==> src/hw/rtl/sawr_pkg.sv <==
// Shared types and constants for the stop-and-wait acknowledgment receiver.
// No dependencies; imported by sawr_parser, stop_and_wait_ack_receiver, ack_link_checker and the testbench.
package sawr_pkg;

    typedef enum logic [1:0] {
        OP_START = 2'd0,
        OP_BYTE  = 2'd1,
        OP_TICK  = 2'd2
    } opcode_t;

    typedef enum logic [1:0] {
        EV_NONE = 2'd0,
        EV_SEND = 2'd1,
        EV_ACK  = 2'd2,
        EV_FAIL = 2'd3
    } event_t;

    typedef enum logic [2:0] {
        P_START   = 3'd0,
        P_FLAG    = 3'd1,
        P_ADDR    = 3'd2,
        P_C_RR    = 3'd3,
        P_C_REJ   = 3'd4,
        P_BCC_RR  = 3'd5,
        P_BCC_REJ = 3'd6,
        P_STOP    = 3'd7
    } parse_state_t;

    typedef enum logic [1:0] {
        CFG_FLAG_BYTE   = 2'd0,
        CFG_REPLY_ADDR  = 2'd1,
        CFG_MAX_RETRANS = 2'd2,
        CFG_TIMEOUT     = 2'd3
    } cfg_index_t;

    // Control codes, selected by the current sequence bit
    localparam logic [7:0] RR_SEQ1  = 8'h05;
    localparam logic [7:0] REJ_SEQ1 = 8'h01;
    localparam logic [7:0] RR_SEQ0  = 8'h85;
    localparam logic [7:0] REJ_SEQ0 = 8'h81;

    localparam logic [7:0]  FLAG_RESET    = 8'h7E;
    localparam logic [7:0]  ADDR_RESET    = 8'h01;
    localparam logic [7:0]  MAX_RT_RESET  = 8'd3;
    localparam logic [15:0] TIMEOUT_RESET = 16'd3;
    localparam logic [7:0]  RETRY_MAX     = 8'hFF;

endpackage

==> src/hw/rtl/stop_and_wait_ack_receiver.sv <==
// Stop-and-wait link, transmitter acknowledgment side: start, received-byte and
// tick transactions in, one event transaction out per input. Uses sawr_pkg, sawr_parser.
//
// Every input transaction yields exactly one output transaction. A transaction
// is taken into an input register, processed combinationally against the link
// state, and its result lands in an output register: one transaction per cycle
// while the output is not stalled. The input register keeps taking transactions
// while a result waits, and only stalls when both registers are full and the output
// is stalled. The user must write configuration (flag, address, retry limit, timeout)
// through cfg_we/cfg_index/cfg_data while the block is idle; the block does not check.
module stop_and_wait_ack_receiver
    import sawr_pkg::*;
(
    input  logic        clk,
    input  logic        rst_n,

    input  logic        cfg_we,
    input  logic [1:0]  cfg_index,
    input  logic [15:0] cfg_data,

    input  logic        in_valid,
    output logic        in_stall,
    input  logic [1:0]  opcode,
    input  logic [7:0]  rx_byte,

    output logic        out_valid,
    input  logic        out_stall,
    output logic [1:0]  event_res,
    output logic        sequence_bit,
    output logic        busy_res
);

    // configuration
    logic [7:0]   flag_byte_reg;
    logic [7:0]   reply_address_reg;
    logic [7:0]   max_retrans_reg;
    logic [15:0]  timeout_ticks_reg;

    // link state
    parse_state_t parser_state_reg, parser_state_next;
    logic         seq_bit_reg, seq_bit_next;
    logic [7:0]   retry_count_reg, retry_count_next;
    logic [15:0]  ticks_left_reg, ticks_left_next;
    logic         waiting_reg, waiting_next;

    // input and output registers
    logic         s1_valid_reg, s1_valid_next;
    opcode_t      s1_opcode_reg;
    logic [7:0]   s1_byte_reg;
    logic         out_valid_reg, out_valid_next;
    event_t       event_reg, event_next;
    logic         seq_out_reg;
    logic         busy_out_reg;

    logic         in_accept;
    logic         proc;
    parse_state_t parsed_state;
    logic [7:0]   retry_inc;

    assign in_stall  = s1_valid_reg && out_valid_reg && out_stall;
    assign in_accept = in_valid && !in_stall;
    assign proc      = s1_valid_reg && !(out_valid_reg && out_stall);

    assign out_valid    = out_valid_reg;
    assign event_res    = event_reg;
    assign sequence_bit = seq_out_reg;
    assign busy_res     = busy_out_reg;

    sawr_parser u_parser (
        .state         (parser_state_reg),
        .rx_byte       (s1_byte_reg),
        .seq_bit       (seq_bit_reg),
        .flag_byte     (flag_byte_reg),
        .reply_address (reply_address_reg),
        .state_next    (parsed_state)
    );

    assign retry_inc = (retry_count_reg == RETRY_MAX) ? RETRY_MAX : retry_count_reg + 8'd1;

    always_comb
    begin
        parser_state_next = parser_state_reg;
        seq_bit_next      = seq_bit_reg;
        retry_count_next  = retry_count_reg;
        ticks_left_next   = ticks_left_reg;
        waiting_next      = waiting_reg;
        event_next        = EV_NONE;

        if (proc)
        begin
            unique case (s1_opcode_reg)
                OP_START:
                begin
                    retry_count_next = '0;
                    if (max_retrans_reg == '0)
                    begin
                        waiting_next      = 1'b0;
                        parser_state_next = P_START;
                        event_next        = EV_FAIL;
                    end
                    else
                    begin
                        ticks_left_next   = timeout_ticks_reg;
                        parser_state_next = P_START;
                        waiting_next      = 1'b1;
                        event_next        = EV_SEND;
                    end
                end
                OP_BYTE:
                begin
                    if (waiting_reg)
                    begin
                        if (parsed_state == P_STOP)
                        begin
                            parser_state_next = P_START;
                            waiting_next      = 1'b0;
                            seq_bit_next      = !seq_bit_reg;
                            event_next        = EV_ACK;
                        end
                        else
                        begin
                            parser_state_next = parsed_state;
                        end
                    end
                end
                OP_TICK:
                begin
                    if (waiting_reg)
                    begin
                        if (ticks_left_reg > 16'd1)
                        begin
                            ticks_left_next = ticks_left_reg - 16'd1;
                        end
                        else
                        begin
                            // expiry; a zero timeout expires on the first tick
                            ticks_left_next  = '0;
                            retry_count_next = retry_inc;
                            if (retry_inc >= max_retrans_reg)
                            begin
                                waiting_next      = 1'b0;
                                parser_state_next = P_START;
                                event_next        = EV_FAIL;
                            end
                            else
                            begin
                                ticks_left_next   = timeout_ticks_reg;
                                parser_state_next = P_START;
                                waiting_next      = 1'b1;
                                event_next        = EV_SEND;
                            end
                        end
                    end
                end
                default:
                begin
                    event_next = EV_NONE;
                end
            endcase
        end
    end

    always_comb
    begin
        s1_valid_next = s1_valid_reg;
        if (in_accept)
            s1_valid_next = 1'b1;
        else if (proc)
            s1_valid_next = 1'b0;

        out_valid_next = out_valid_reg && out_stall;
        if (proc)
            out_valid_next = 1'b1;
    end

    always_ff @(posedge clk or negedge rst_n)
    begin
        if (!rst_n)
        begin
            flag_byte_reg     <= FLAG_RESET;
            reply_address_reg <= ADDR_RESET;
            max_retrans_reg   <= MAX_RT_RESET;
            timeout_ticks_reg <= TIMEOUT_RESET;
            parser_state_reg  <= P_START;
            seq_bit_reg       <= 1'b0;
            retry_count_reg   <= '0;
            ticks_left_reg    <= '0;
            waiting_reg       <= 1'b0;
            s1_valid_reg      <= 1'b0;
            out_valid_reg     <= 1'b0;
        end
        else
        begin
            if (cfg_we)
            begin
                unique case (cfg_index_t'(cfg_index))
                    CFG_FLAG_BYTE:   flag_byte_reg     <= cfg_data[7:0];
                    CFG_REPLY_ADDR:  reply_address_reg <= cfg_data[7:0];
                    CFG_MAX_RETRANS: max_retrans_reg   <= cfg_data[7:0];
                    CFG_TIMEOUT:     timeout_ticks_reg <= cfg_data;
                    default:         flag_byte_reg     <= flag_byte_reg;
                endcase
            end
            parser_state_reg <= parser_state_next;
            seq_bit_reg      <= seq_bit_next;
            retry_count_reg  <= retry_count_next;
            ticks_left_reg   <= ticks_left_next;
            waiting_reg      <= waiting_next;
            s1_valid_reg     <= s1_valid_next;
            out_valid_reg    <= out_valid_next;
        end
    end

    // payload registers
    always_ff @(posedge clk)
    begin
        if (in_accept)
        begin
            s1_opcode_reg <= opcode_t'(opcode);
            s1_byte_reg   <= rx_byte;
        end
        if (proc)
        begin
            event_reg    <= event_next;
            seq_out_reg  <= seq_bit_next;
            busy_out_reg <= waiting_next;
        end
    end

    // assertions
    a_stall_only_full: assert property (@(posedge clk) disable iff (!rst_n)
        in_stall |-> s1_valid_reg && out_valid_reg)
        else $error("input stalled with a free register");

    a_send_busy: assert property (@(posedge clk) disable iff (!rst_n)
        out_valid_reg && (event_reg == EV_SEND) |-> busy_out_reg)
        else $error("send event without busy");

    a_done_idle: assert property (@(posedge clk) disable iff (!rst_n)
        out_valid_reg && ((event_reg == EV_ACK) || (event_reg == EV_FAIL)) |-> !busy_out_reg)
        else $error("ack or fail event while busy");

    a_seq_on_ack: assert property (@(posedge clk) disable iff (!rst_n)
        (seq_bit_reg != $past(seq_bit_reg)) |-> out_valid_reg && (event_reg == EV_ACK))
        else $error("sequence bit changed without acknowledgment");

endmodule

==> src/hw/rtl/sawr_parser.sv <==
// Reply frame recognizer: next parser state for one received byte.
// Depends on sawr_pkg.
module sawr_parser
    import sawr_pkg::*;
(
    input  parse_state_t state,
    input  logic [7:0]   rx_byte,
    input  logic         seq_bit,
    input  logic [7:0]   flag_byte,
    input  logic [7:0]   reply_address,
    output parse_state_t state_next
);

    logic [7:0] rr_code;
    logic [7:0] rej_code;
    logic       is_flag;

    assign rr_code  = seq_bit ? RR_SEQ1 : RR_SEQ0;
    assign rej_code = seq_bit ? REJ_SEQ1 : REJ_SEQ0;
    assign is_flag  = (rx_byte == flag_byte);

    always_comb
    begin
        state_next = P_START;
        unique case (state)
            P_START:
            begin
                state_next = is_flag ? P_FLAG : P_START;
            end
            P_FLAG:
            begin
                if (is_flag)
                    state_next = P_FLAG;
                else if (rx_byte == reply_address)
                    state_next = P_ADDR;
            end
            P_ADDR:
            begin
                if (is_flag)
                    state_next = P_FLAG;
                else if (rx_byte == rr_code)
                    state_next = P_C_RR;
                else if (rx_byte == rej_code)
                    state_next = P_C_REJ;
            end
            P_C_RR:
            begin
                if (is_flag)
                    state_next = P_FLAG;
                else if (rx_byte == (reply_address ^ rr_code))
                    state_next = P_BCC_RR;
            end
            P_C_REJ:
            begin
                if (is_flag)
                    state_next = P_FLAG;
                else if (rx_byte == (reply_address ^ rej_code))
                    state_next = P_BCC_REJ;
            end
            P_BCC_RR:
            begin
                state_next = is_flag ? P_STOP : P_START;
            end
            // reject check byte: anything after it, flag included, restarts
            P_BCC_REJ:
            begin
                state_next = P_START;
            end
            P_STOP:
            begin
                state_next = P_STOP;
            end
            default:
            begin
                state_next = P_START;
            end
        endcase
    end

endmodule

==> config.mk <==
export PLATFORM = sky130hd
export DESIGN_NAME = stop_and_wait_ack_receiver
export DESIGN_NICKNAME = d
export VERILOG_FILES = /design/src/hw/rtl/sawr_pkg.sv /design/src/hw/rtl/stop_and_wait_ack_receiver.sv /design/src/hw/rtl/sawr_parser.sv
export SDC_FILE = /design/constraint.sdc
export NUM_CORES = 1
export LEC_CHECK = 0
export ABC_AREA = 1
export BUFFER_PORTS_ARGS = -buffer_cell sky130_fd_sc_hd__buf_2
export CAP_MARGIN = 20
export CORE_ASPECT_RATIO = 0.9
export CORE_MARGIN = 2
export CORE_UTILIZATION = 55
export DETAILED_ROUTE_END_ITERATION = 10
export PLACE_DENSITY = 0.74
export RECOVER_POWER = 100
export SLEW_MARGIN = 20
export SYNTH_ARGS = -nofsm -noshare
export SYNTH_HDL_FRONTEND = slang
export SYNTH_SLANG_ARGS = --single-unit
==> constraint.sdc <==
create_clock -name clk -period 6.78 [get_ports clk]
set_input_delay 1.017 -clock clk [delete_from_list [all_inputs] [get_ports clk]]
set_output_delay 1.017 -clock clk [all_outputs]
set_load 0.03 [all_outputs]
# After elaboration in Yosys (flattened, before gate mapping)
# Cells that the tools add are included.
[totals] reg_bits=85 in_bits=33 word_cells=118
[classes] n_addsub=2 magnitude_cmp=2 n_eq_ne=24 n_mux=50 bitwise=2 reduce_logical=22
[ops] operator="$mux 16" count=4
[ops] operator="$eq 8x8->1" count=6
[ops] operator="$mux 8" count=5
[ops] operator="$mux 3" count=13
[ops] operator="$pmux 16 s2" count=1
[ops] operator="$pmux 3 s8" count=1
[ops] operator="$gt 16x1->1 const B" count=1
[ops] operator="$pmux 8 s2" count=1
[ops] operator="$sub 16x1->16 const B" count=1
[ops] operator="$xor 8x8->8" count=2
[ops] operator="$eq 3x3->1 const B" count=5
[ops] operator="$mux 1" count=15
[ops] operator="$mux 2" count=7
[ops] operator="$pmux 3 s3" count=1
[ops] operator="$add 8x1->8 const B" count=1
[ops] operator="$eq 8x8->1 const B" count=1
[ops] operator="$ge 8x8->1" count=1
[ops] operator="$logic_not 8->1" count=1
[ops] operator="$ne 2x2->1 const B" count=4
[ops] operator="$reduce_and 2->1" count=4
[ops] operator="$reduce_and 4->1" count=2
[ops] operator="$eq 2x2->1 const B" count=3
[ops] operator="$eq 3x2->1 const B" count=2
[ops] operator="$pmux 2 s3" count=1
[ops] operator="10 further kinds" count=19

# Logic depth before layout (Yosys ltp)
# Gate-level depths: netlist of the first run.
[depth] word_depth=11 depth_mapped=21 depth_no_buf=21

# Hierarchy
# From an unflattened synthesis of the first run, not the netlist that was laid out.
[hier_totals] cells_unflattened=682 hier_area_um2=5117.4
[modules_own_cells] module="stop_and_wait_ack_receiver" n_inst=1 cells_each=577 area_per_inst_um2=4635.7 seq_area_each_um2=2210.9
[modules_own_cells] module="sawr_parser" n_inst=1 cells_each=105 area_per_inst_um2=481.7 seq_area_each_um2=0.0

# Worst setup path after synthesis of the first run
# No wires, ideal clock.
[synth_path] path_type="reg2reg" startpoint="register retry_count_reg[0]" endpoint="register busy_out_reg (netlist: busy_res) (data pin)" setup_time_ns=0.172 arrival_ns=2.396 required_ns=6.608 slack_ns=4.212 path_stages_with_launch=17 path_cell_list="dfrtp_1 > ha_1 > nand2_1 > inv_1 > nand2_1 > nor2_1 > inv_1 > nor2_1 > o31ai_1 > inv_1 > ha_1 > a21oi_1 > o21a_1 > nand3_1 > a21oi_1 > nand2_1 > a21boi_0"
[synth_via] elab_chain_len=8 elab_cells_between_ends=9
[synth_lines] element="start, declared" line_no="stop_and_wait_ack_receiver.sv:42" source="logic [7:0] retry_count_reg, retry_count_next;"
[synth_lines] element="start signal, assigned" line_no="stop_and_wait_ack_receiver.sv:206" source="retry_count_reg <= retry_count_next;"
[synth_lines] element="$add 8x1->8 or $eq 8x8->1 (tied branches)" line_no="stop_and_wait_ack_receiver.sv:78" source="assign retry_inc = (retry_count_reg == RETRY_MAX) ? RETRY_MAX : retry_count_reg + 8'd1;"
[synth_lines] element="$mux 8 (*)" line_no="stop_and_wait_ack_receiver.sv:78"
[synth_lines] element="$ge 8x8->1 (*)" line_no="stop_and_wait_ack_receiver.sv:139" source="if (retry_inc >= max_retrans_reg)"
[synth_lines] element="$mux 1 (*)" line_no="stop_and_wait_ack_receiver.sv:139"
[synth_lines] element="$mux 1 (*)" line_no="stop_and_wait_ack_receiver.sv:130" source="if (ticks_left_reg > 16'd1)"
[synth_lines] element="$mux 1 (*)" line_no="stop_and_wait_ack_receiver.sv:128" source="if (waiting_reg)"
[synth_lines] element="$pmux 1 s3 (*)" line_no="stop_and_wait_ack_receiver.sv:91" source="unique case (s1_opcode_reg)"
[synth_lines] element="$mux 1 (*)" line_no="stop_and_wait_ack_receiver.sv:89" source="if (proc)"
[synth_lines] element="via waiting_next" line_no="stop_and_wait_ack_receiver.sv:44" source="logic waiting_reg, waiting_next;"
[synth_lines] element="end signal, assigned" line_no="stop_and_wait_ack_receiver.sv:226" source="busy_out_reg <= waiting_next;"
[synth_lines] element="end, declared" line_no="stop_and_wait_ack_receiver.sv:53" source="logic busy_out_reg;"
# The timed path passes the listed nets; every way through them passes the cells marked *.
# A chain may end at the register's enable or synchronous reset.

==> impl_metrics.py, run 1 <==
metrics = {
    "outcome": {
        "status": "complete, but fails checks",
        "violations": "capacitance limit, slew limit",
    },
    "clock_network": {
        "cts_tree": "done",
        "clock-sinks": 85,
        "hold_buffers": 0,
        "ctsLongestPathBuffers": 2,
        "numCtsBuffers": 9,
        "cts_root_buffer": "clkbuf_8",
        "clkLatencyLatePin_ps": 380,
        "cts-resized-gates": 0,
        "post-cts-setup-buffer-count": 0,
        "h-tree-depth": 3,
        "clk_pin_slew_ps": 90,
    },
    "worst_setup_path": {
        "path_max_fanout": 71,
        "max_stage_delay_ps": 2630,
        "worstPathRequired_ps": 6410,
        "worstPathArrival_ps": 3780,
        "r2r_start": "retry_count_reg[0]",
        "end_kind": "async pin",
        "reg2reg_slack_ps": 3610,
        "startpoint": "rst_n",
        "critPathTopFamily": "buffers and inverters",
        "rr_endpoint": "ticks_left_reg[3]",
        "path_cells": "buf_2, clkbuf_1",
        "critPathSlowestCell": "clkbuf_1",
        "critPathBufInv": 2,
        "worst-r2r-cell-count": 20,
        "path_class": "primary input to async pin",
        "cp-start-kind": "primary input",
    },
    "power": {
        "cellLeakagePower_nw": 2.75,
        "swShare": 0.402,
        "share_comb_of_total_power": 0.309,
        "power.internal_uw": 972,
        "power_switching_uw": 652,
        "p_per_area_nw_per_um2": 298,
        "power.share.clock": 0.228,
        "ir_worst_vdd_mv": 0.162,
        "p_seq_frac": 0.463,
    },
    "logic_synthesis": {
        "synth_area_leaders": "dfrtp_1 (30%), nand2_1 (14%), edfxtp_1 (8.4%), inv_1 (6.5%), dfstp_2 (5.8%)",
        "avgSynthCellArea_um2": 7.62,
        "syn_area_um2": 5020,
        "netlist-cell-type-count": 46,
        "synth_top_cell_by_area": "dfrtp_1",
        "seq_area_frac_synth": 0.441,
        "synth_warnings": 0,
        "synth_ff_type": "dfrtp_1",
        "synth_nets": 706,
        "synthCells": 658,
        "synth_top_area_frac": 0.299,
        "ys_ff_latch": 85,
        "synthArstFlopShare": 0.835,
        "synth_edf_count": 14,
    },
    "min_path": {
        "hp-class": "flop to flop",
        "holdPathStages": 2,
        "hold_start": "s1_valid_reg",
        "hold_end": "out_valid",
    },
    "routing": {
        "antenna_left": 0,
        "via_count": 4346,
        "finalWirelength_um": 11400,
        "drtIter0Drc": 280,
        "wl_per_cell_um": 13.8,
        "drtPass1Iterations": 5,
        "avgViaCountPerCell": 5.27,
        "drc_errors": 0,
    },
    "flow_run": {
        "cap_violations": 1,
    },
    "cells_and_area": {
        "syn_to_final_growth_pct": 8.68,
        "final_area_um2": 5450,
        "final_common_cell": "nand2_1",
        "fill_cells": 871,
        "drive_gt1_frac": 0.125,
        "seq_area_um2": 2210,
        "nets": 745,
        "most-common-layout-cells": "nand2_1 (182), inv_1 (88), nor2_1 (69)",
        "insertedDiodeCount": 0,
        "multi_input_area_um2": 2330,
    },
    "sta": {
        "worst_slew_pin_slew_ps": 3760,
        "hold_violations": 0,
        "fin_setup_tns_ps": 0,
        "finalMaxSlewViolations": 72,
        "fmax_mhz": 241,
        "setup_viol": 0,
        "rsz0062_at_grt": "no",
        "period_needed_ps": 4150,
        "max_slew_margin": -1.51,
        "skew_ps": 14.6,
        "layout_worst_path_cycle_share": 0.612,
    },
    "floorplan": {
        "chipHeight_um": 94.6,
        "initial_utilization": 0.557,
        "core-area_um2": 9000,
        "ioPinCount": 39,
        "dieArea_um2": 9900,
        "chipWidth_um": 105,
        "num_rows": 33,
    },
    "placement": {
        "postPlaceCellArea_um2": 5310,
        "place_congestion": 0.938,
        "io_buffer_count": 38,
        "hpwl_um": 8330,
    },
    "global_route": {
        "grt_max_degree": 72,
        "grt_pass1_vias": 4132,
        "antenna_found_initial": 0,
        "grt.overflow.total": 0,
        "gr-usage-all-layers": 0.245,
        "grt_pass1_wl_um": 19300,
    },
}
[cells in the mapped netlist (all sizes together), types with 2 or more instances]
cell and count:
nand2 190, inv 92, nor2 77, dfrtp 60, o21ai 57, nand3 40
a21oi 32, ha 15, edfxtp 14, dfstp 11, xnor2 11, nor3 10
clkbuf 8, o22ai 6, xor2 6, a31oi 4, buf 4, nand4 4
clkinv 3, or2 3, a21boi 2, mux2 2, nand3b 2, o21a 2
[kinds of logic after synthesis]
| family | count (synthesis) | synth area share |
|---|---|---|
| and+or+nand+nor | 327 | 0.288 |
| buffers and inverters | 107 | 0.0841 |
| AOI/OAI and AO/OA | 105 | 0.116 |
| DFF | 85 | 0.441 |
| xor gates and xnor gates | 17 | 0.0297 |
| adders and majority gates | 15 | 0.0374 |
| muxes | 2 | 0.00449 |
[through the flow]
| step | setup WS, ps | hold WS, ps | utilization | total power, mW | std cells |
|---|---|---|---|---|---|
| after floorplan | 4210 | 450 | - | 1.13 | 658 |
| after global placement | 3990 | 469 | 0.590 | 1.25 | 808 |
| after detailed placement | 3770 | 473 | 0.590 | 1.27 | 808 |
| after CTS | 3720 | 502 | 0.613 | 1.64 | 824 |
| after global routing | 1850 | 509 | 0.606 | 1.74 | 824 |
| final | 2630 | 482 | 0.606 | 1.62 | 824 |
[final cells by class]
cell class                      instances  share of cell area
Clock inverter                          7              0.0140
Timing Repair Buffer                   40              0.0351
Tap cell                              122              0.0280
Sequential cell                        85               0.406
Multi-Input combinational cell        466               0.428
Inverter                               95              0.0663
Clock buffer                            9              0.0227
[power by group through the flow]
stage               clock network (mW)  registers (mW)  logic, mW
floorplan                            0           0.736      0.396
global placement                     0           0.756      0.492
detailed placement                   0           0.760      0.512
CTS                              0.373           0.752      0.515
global route                     0.392           0.767      0.579
finish                           0.370           0.752      0.502
[worst max-delay path by stage]
stage / to / depth (start not counted)
after CTS: busy_res / 16
after global placement: busy_res / 16
after detailed placement: busy_res / 16
final: ticks_left_reg[11] / 2
after global routing: ticks_left_reg[11] / 2
after floorplan: busy_res / 16
[routing by layer]
layer	GRT usage	share of wire	up-vias
met1	0.350	0.49	2040
met2	0.389	0.45	121
met4	0.0678	0.0092	0
li1	-	-	2173
met3	0.0428	0.054	12
met5	0	0	-
(Power assumes the default switching activity.)
==> run 2: changes to the inputs <==
Settings changed: ABC_AREA 1 to 0.
Clock period 6.78 ns to 4.2 ns, I/O delays scaled along.
==> run 2 against run 1 <==
Compared with the run above: the run ends with capacitance limit left; setup slack lost 2000 ps; clock-buffer cell count up 2; register-to-register slack got worse by 3000 ps; critical path type is now flop to flop; largest power group unchanged.
==> impl_metrics.py, run 2 <==
metrics = {
    "outcome": {
        "status": "complete, but fails checks",
        "violations": "capacitance limit",
    },
    "logic_synthesis": {
        "synth.most_common_cell": "dfrtp_1",
        "netlist-cell-type-count": 56,
        "synth_top_cell_by_area": "dfrtp_1",
        "synth_warnings": 0,
        "syn_area_um2": 4500,
        "ys_ff_latch": 85,
        "synthCells": 414,
        "avgSynthCellArea_um2": 10.9,
        "synth_area_leaders": "dfrtp_1 (33%), mux2_2 (10%), edfxtp_1 (9.3%), dfstp_2 (6.4%), ha_1 (4.2%)",
        "synth_ff_type": "dfrtp_1",
        "synth_nets": 462,
        "synthArstFlopShare": 0.835,
        "seq_area_frac_synth": 0.492,
        "synth_top_area_frac": 0.334,
        "synth_edf_count": 14,
        "ys_top_cells_by_count": "dfrtp_1 (60), mux2_2 (40), nor2_1 (28), nand2_1 (25), o21ai_0 (25)",
    },
    "placement": {
        "place_congestion": 0.843,
        "io_buffer_count": 38,
        "hpwl_um": 6890,
        "dp_cells": 544,
    },
    "flow_run": {
        "cap_violations": 1,
    },
    "worst_setup_path": {
        "worstPathRequired_ps": 4490,
        "path_max_fanout": 11,
        "rr_endpoint": "ticks_left_reg[15]",
        "reg2reg_slack_ps": 630,
        "end_kind": "flop",
        "worstPathArrival_ps": 3860,
        "cp-start-kind": "flop",
        "path_class": "flop to flop",
        "r2r_start": "retry_count_reg[0]",
        "worst-r2r-cell-count": 12,
    },
    "floorplan": {
        "num_rows": 31,
        "chipHeight_um": 89.8,
        "initial_utilization": 0.563,
        "core-area_um2": 7990,
        "chipWidth_um": 99.3,
        "dieArea_um2": 8920,
        "ioPinCount": 39,
    },
    "sta": {
        "layout_worst_path_cycle_share": 0.850,
        "period_needed_ps": 3570,
        "worst_slew_pin_slew_ps": 1480,
        "setup_viol": 0,
        "finalMaxSlewViolations": 0,
        "max_slew_margin": 0.0000759,
        "rsz0062_at_grt": "no",
        "hold_violations": 0,
        "fmax_mhz": 280,
        "fin_setup_tns_ps": 0,
        "skew_ps": 13.1,
    },
    "routing": {
        "drtIter0Drc": 181,
        "drtPass1Iterations": 4,
        "via_count": 3356,
        "finalWirelength_um": 9540,
        "drc_errors": 0,
        "avgViaCountPerCell": 5.99,
        "antenna_left": 0,
        "wl_per_cell_um": 17.0,
    },
    "clock_network": {
        "cts-resized-gates": 0,
        "cts_root_buffer": "clkbuf_8",
        "h-tree-depth": 3,
        "cts_tree": "done",
        "ctsLongestPathBuffers": 2,
        "post-cts-setup-buffer-count": 0,
        "hold_buffers": 0,
        "numCtsBuffers": 9,
        "clkLatencyLatePin_ps": 360,
        "clock-sinks": 85,
        "clk_pin_slew_ps": 90,
    },
    "global_route": {
        "grt_pass1_vias": 3363,
        "grt_max_degree": 57,
        "grt.overflow.total": 0,
        "gr-usage-all-layers": 0.231,
        "antenna_found_initial": 0,
        "grt_pass1_wl_um": 16400,
    },
    "min_path": {
        "hp-class": "primary input to async pin",
    },
    "cells_and_area": {
        "fill_cells": 687,
        "drive_gt1_frac": 0.217,
        "layoutNonFillerInstCount": 560,
        "syn_to_final_growth_pct": 9.91,
        "multi_input_area_um2": 2140,
        "insertedDiodeCount": 0,
        "final_common_cell": "dfrtp_1",
        "nets": 504,
        "most-common-layout-cells": "dfrtp_1 (60), mux2_2 (39), buf_2 (30)",
        "seq_area_um2": 2210,
    },
    "power": {
        "share_comb_of_total_power": 0.221,
        "p_per_area_nw_per_um2": 440,
        "ir_worst_vdd_mv": 0.301,
        "cellLeakagePower_nw": 2.18,
        "swShare": 0.319,
        "power_mw": 2.17,
        "power_switching_uw": 693,
        "p_seq_frac": 0.526,
        "power.internal_mw": 1.48,
        "power.share.clock": 0.253,
    },
}
-- run 2: cells by family (layout without fill, tap and decap cells) --
family	count (synthesis)	count (layout)	synth area share
simple gates	128	128	0.149
compound gates	90	90	0.140
flops	85	85	0.492
mux	40	40	0.100
buf+inv	33	80	0.0292
xor+xnor	23	23	0.0479
fa+ha+maj	15	15	0.0417
-- run 2: worst max-delay path, cell delays in order (launching register included) --
cell	delay [ps]
dfrtp_1	400
ha_1	230
and3_1	260
and3_1	250
nand3_1	190
and2_0	230
ha_1	260
nand2b_1	140
a21o_1	180
a211o_1	310
a211oi_2	350
o21a_1	460
a221o_1	250
-- run 2: worst max-delay path by stage --
stage                  startpoint            endpoint  slack [ps]  cells after the start
2_1_floorplan  retry_count_reg[0]  ticks_left_reg[11]        1170                     13
3_3_place_gp   retry_count_reg[0]   ticks_left_reg[9]         810                     12
3_5_place_dp   retry_count_reg[0]  ticks_left_reg[15]         680                     12
4_1_cts        retry_count_reg[0]  ticks_left_reg[15]         650                     12
5_1_grt        retry_count_reg[0]  ticks_left_reg[15]         340                     12
6_report       retry_count_reg[0]  ticks_left_reg[15]         630                     12
-- run 2: metrics by stage --
step	hold slack, ps	setup slack (ps)	util	area, um^2
floorplan	334	1170	-	4500
global placement	466	806	0.599	4780
detailed placement	486	677	0.599	4780
CTS	194	653	0.622	4970
global route	414	343	0.619	4940
finish	374	631	0.619	4940
-- run 2: layer usage --
layer,up-vias,GRT usage,wire length [um],part of all wire
met2,96,0.354,4420,0.46
met4,0,0.0491,52,0.0055
met1,1656,0.336,4530,0.48
met3,4,0.0583,535,0.056
met5,-,0,0,0
li1,1600,-,-,-
-- run 2: layout make-up --
| cell class | count | area share |
|---|---|---|
| timing repair buffer | 40 | 0.0390 |
| inverter | 24 | 0.0182 |
| clock buffer | 11 | 0.0286 |
| tap | 99 | 0.0251 |
| sequential | 85 | 0.447 |
| clock inverter | 5 | 0.00886 |
| multi-input combinational | 296 | 0.433 |
-- run 2: power by group through the flow --
stage	sequential (mW)	clock [mW]	combinational (mW)
6_report	1.14	0.549	0.481
5_1_grt	1.17	0.599	0.542
2_1_floorplan	1.12	0	0.379
3_3_place_gp	1.15	0	0.476
3_5_place_dp	1.15	0	0.497
4_1_cts	1.14	0.562	0.499
==> run 3: changes to the inputs <==
Clock period 4.2 ns to 3.4 ns, I/O delays scaled along.
==> run 3 against run 2 <==
Compared with the run above: die area unchanged; clock-buffer cell count decreased by 2; core utilization rose by 0.78 points; non-clock buffer count rose by 5; fmax up 13%; sequential share of layout area is 0.56 points lower; the flow finishes with violations (capacitance limit, slew limit); flip-flop and latch count is the same; highest routed layer unchanged; sequential power is 25% higher.
==> impl_metrics.py, run 3 (same netlist as run 2, synthesis figures left out) <==
metrics = {
    "outcome": {
        "status": "complete, but fails checks",
        "violations": "capacitance limit, slew limit",
    },
    "sta": {
        "finalMaxSlewViolations": 73,
        "max_slew_margin": -0.380,
        "worst_slew_pin_slew_ps": 2070,
        "skew_ps": 14.1,
        "layout_worst_path_cycle_share": 0.928,
        "fin_setup_tns_ps": 0,
        "period_needed_ps": 3160,
        "hold_violations": 0,
        "fin_ws_ps": 243,
        "setup_viol": 0,
        "rsz0062_at_grt": "no",
        "fmax_mhz": 317,
    },
    "clock_network": {
        "clock-sinks": 85,
        "h-tree-depth": 3,
        "post-cts-setup-buffer-count": 0,
        "cts_root_buffer": "clkbuf_8",
        "clkLatencyLatePin_ps": 360,
        "clk_pin_slew_ps": 100,
        "ctsLongestPathBuffers": 2,
        "hold_buffers": 0,
        "numCtsBuffers": 9,
        "cts-resized-gates": 0,
        "cts_tree": "done",
    },
    "routing": {
        "drc_errors": 0,
        "wl_per_cell_um": 16.8,
        "finalWirelength_um": 9510,
        "drtPass1Iterations": 5,
        "via_count": 3362,
        "antenna_left": 0,
        "avgViaCountPerCell": 5.95,
        "drtIter0Drc": 178,
    },
    "global_route": {
        "grt_pass1_wl_um": 16200,
        "grt_pass1_vias": 3359,
        "antenna_found_initial": 0,
        "grt.overflow.total": 0,
        "grt_max_degree": 40,
        "gr-usage-all-layers": 0.229,
    },
    "cells_and_area": {
        "syn_to_final_growth_pct": 11.3,
        "multi_input_area_um2": 2150,
        "drive_gt1_frac": 0.219,
        "nets": 509,
        "fill_cells": 666,
        "insertedDiodeCount": 0,
        "final_common_cell": "dfrtp_1",
        "seq_area_um2": 2210,
        "most-common-layout-cells": "dfrtp_1 (60), mux2_2 (40), buf_2 (29)",
    },
    "worst_setup_path": {
        "startpoint": "retry_count_reg[0]",
        "r2r_start": "retry_count_reg[0]",
        "path_class": "flop to flop",
        "worstPathRequired_ps": 3590,
        "path_max_fanout": 5,
        "cp-start-kind": "flop",
        "end_kind": "flop",
        "reg2reg_slack_ps": 240,
        "worstPathArrival_ps": 3340,
    },
    "floorplan": {
        "chipHeight_um": 89.8,
        "ioPinCount": 39,
        "num_rows": 31,
        "dieArea_um2": 8920,
        "core-area_um2": 7990,
        "initial_utilization": 0.563,
        "chipWidth_um": 99.3,
    },
    "placement": {
        "place_worst_setup_slack_ps": 307,
        "io_buffer_count": 38,
        "place_congestion": 0.860,
        "hpwl_um": 7010,
    },
    "min_path": {
        "hp-class": "primary input to flop",
        "hold_start": "rx_byte[4]",
    },
    "power": {
        "p_per_area_nw_per_um2": 558,
        "cellLeakagePower_nw": 2.20,
        "ir_worst_vdd_mv": 0.345,
    },
    "flow_run": {
        "cap_violations": 2,
    },
}
run 3: critical path: stages, from the launching register on:
cell	delay [ps]
dfrtp_1	390
ha_1	220
and3_1	250
and3_1	250
nand3_1	110
and2_0	200
ha_1	270
nand2b_1	140
a21o_1	170
a211o_1	320
a21oi_1	290
o22ai_1	140
o211ai_1	220
run 3: worst paths after layout:
path,to,cells after the start
max,busy_res,12
min,s1_byte_reg[4],1
max reg2reg,busy_res,12
min reg2reg,ticks_left_reg[4],1
max in group asynchronous,max_retrans_reg[2],2
min in group asynchronous,retry_count_reg[2],2
run 3: cell type report:
| type | instances | share of cell area |
|---|---|---|
| clock buffers | 9 | 0.0248 |
| clock inverters | 7 | 0.0178 |
| inverters | 24 | 0.0180 |
| multi-input cells | 296 | 0.431 |
| flip-flops and latches | 85 | 0.442 |
| well taps | 99 | 0.0248 |
| repair buffers | 45 | 0.0425 |
run 3: metal layers:
layer	wire (um)	vias to the layer above	part of all wire	track usage
li1	-	1621	-	-
met4	87	0	0.0092	0.0468
met1	4620	1648	0.49	0.336
met2	4330	82	0.46	0.341
met5	0	-	0	0
met3	471	11	0.050	0.0684
run 3: power breakdown:
group | internal (mW) | switching, mW
sequential | 1.25 | 0.173
combinational | 0.286 | 0.321
clock | 0.361 | 0.404
run 3: per-stage QoR:
stage / power [mW] / hold slack [ps] / area (um^2) / utilization / cells
2_1_floorplan: 1.86 / 214 / 4500 / - / 414
3_3_place_gp: 2.01 / 468 / 4820 / 0.604 / 549
3_5_place_dp: 2.05 / 489 / 4820 / 0.604 / 549
4_1_cts: 2.83 / 175 / 5030 / 0.630 / 565
5_1_grt: 2.97 / 282 / 5000 / 0.626 / 565
6_report: 2.79 / 311 / 5000 / 0.626 / 565
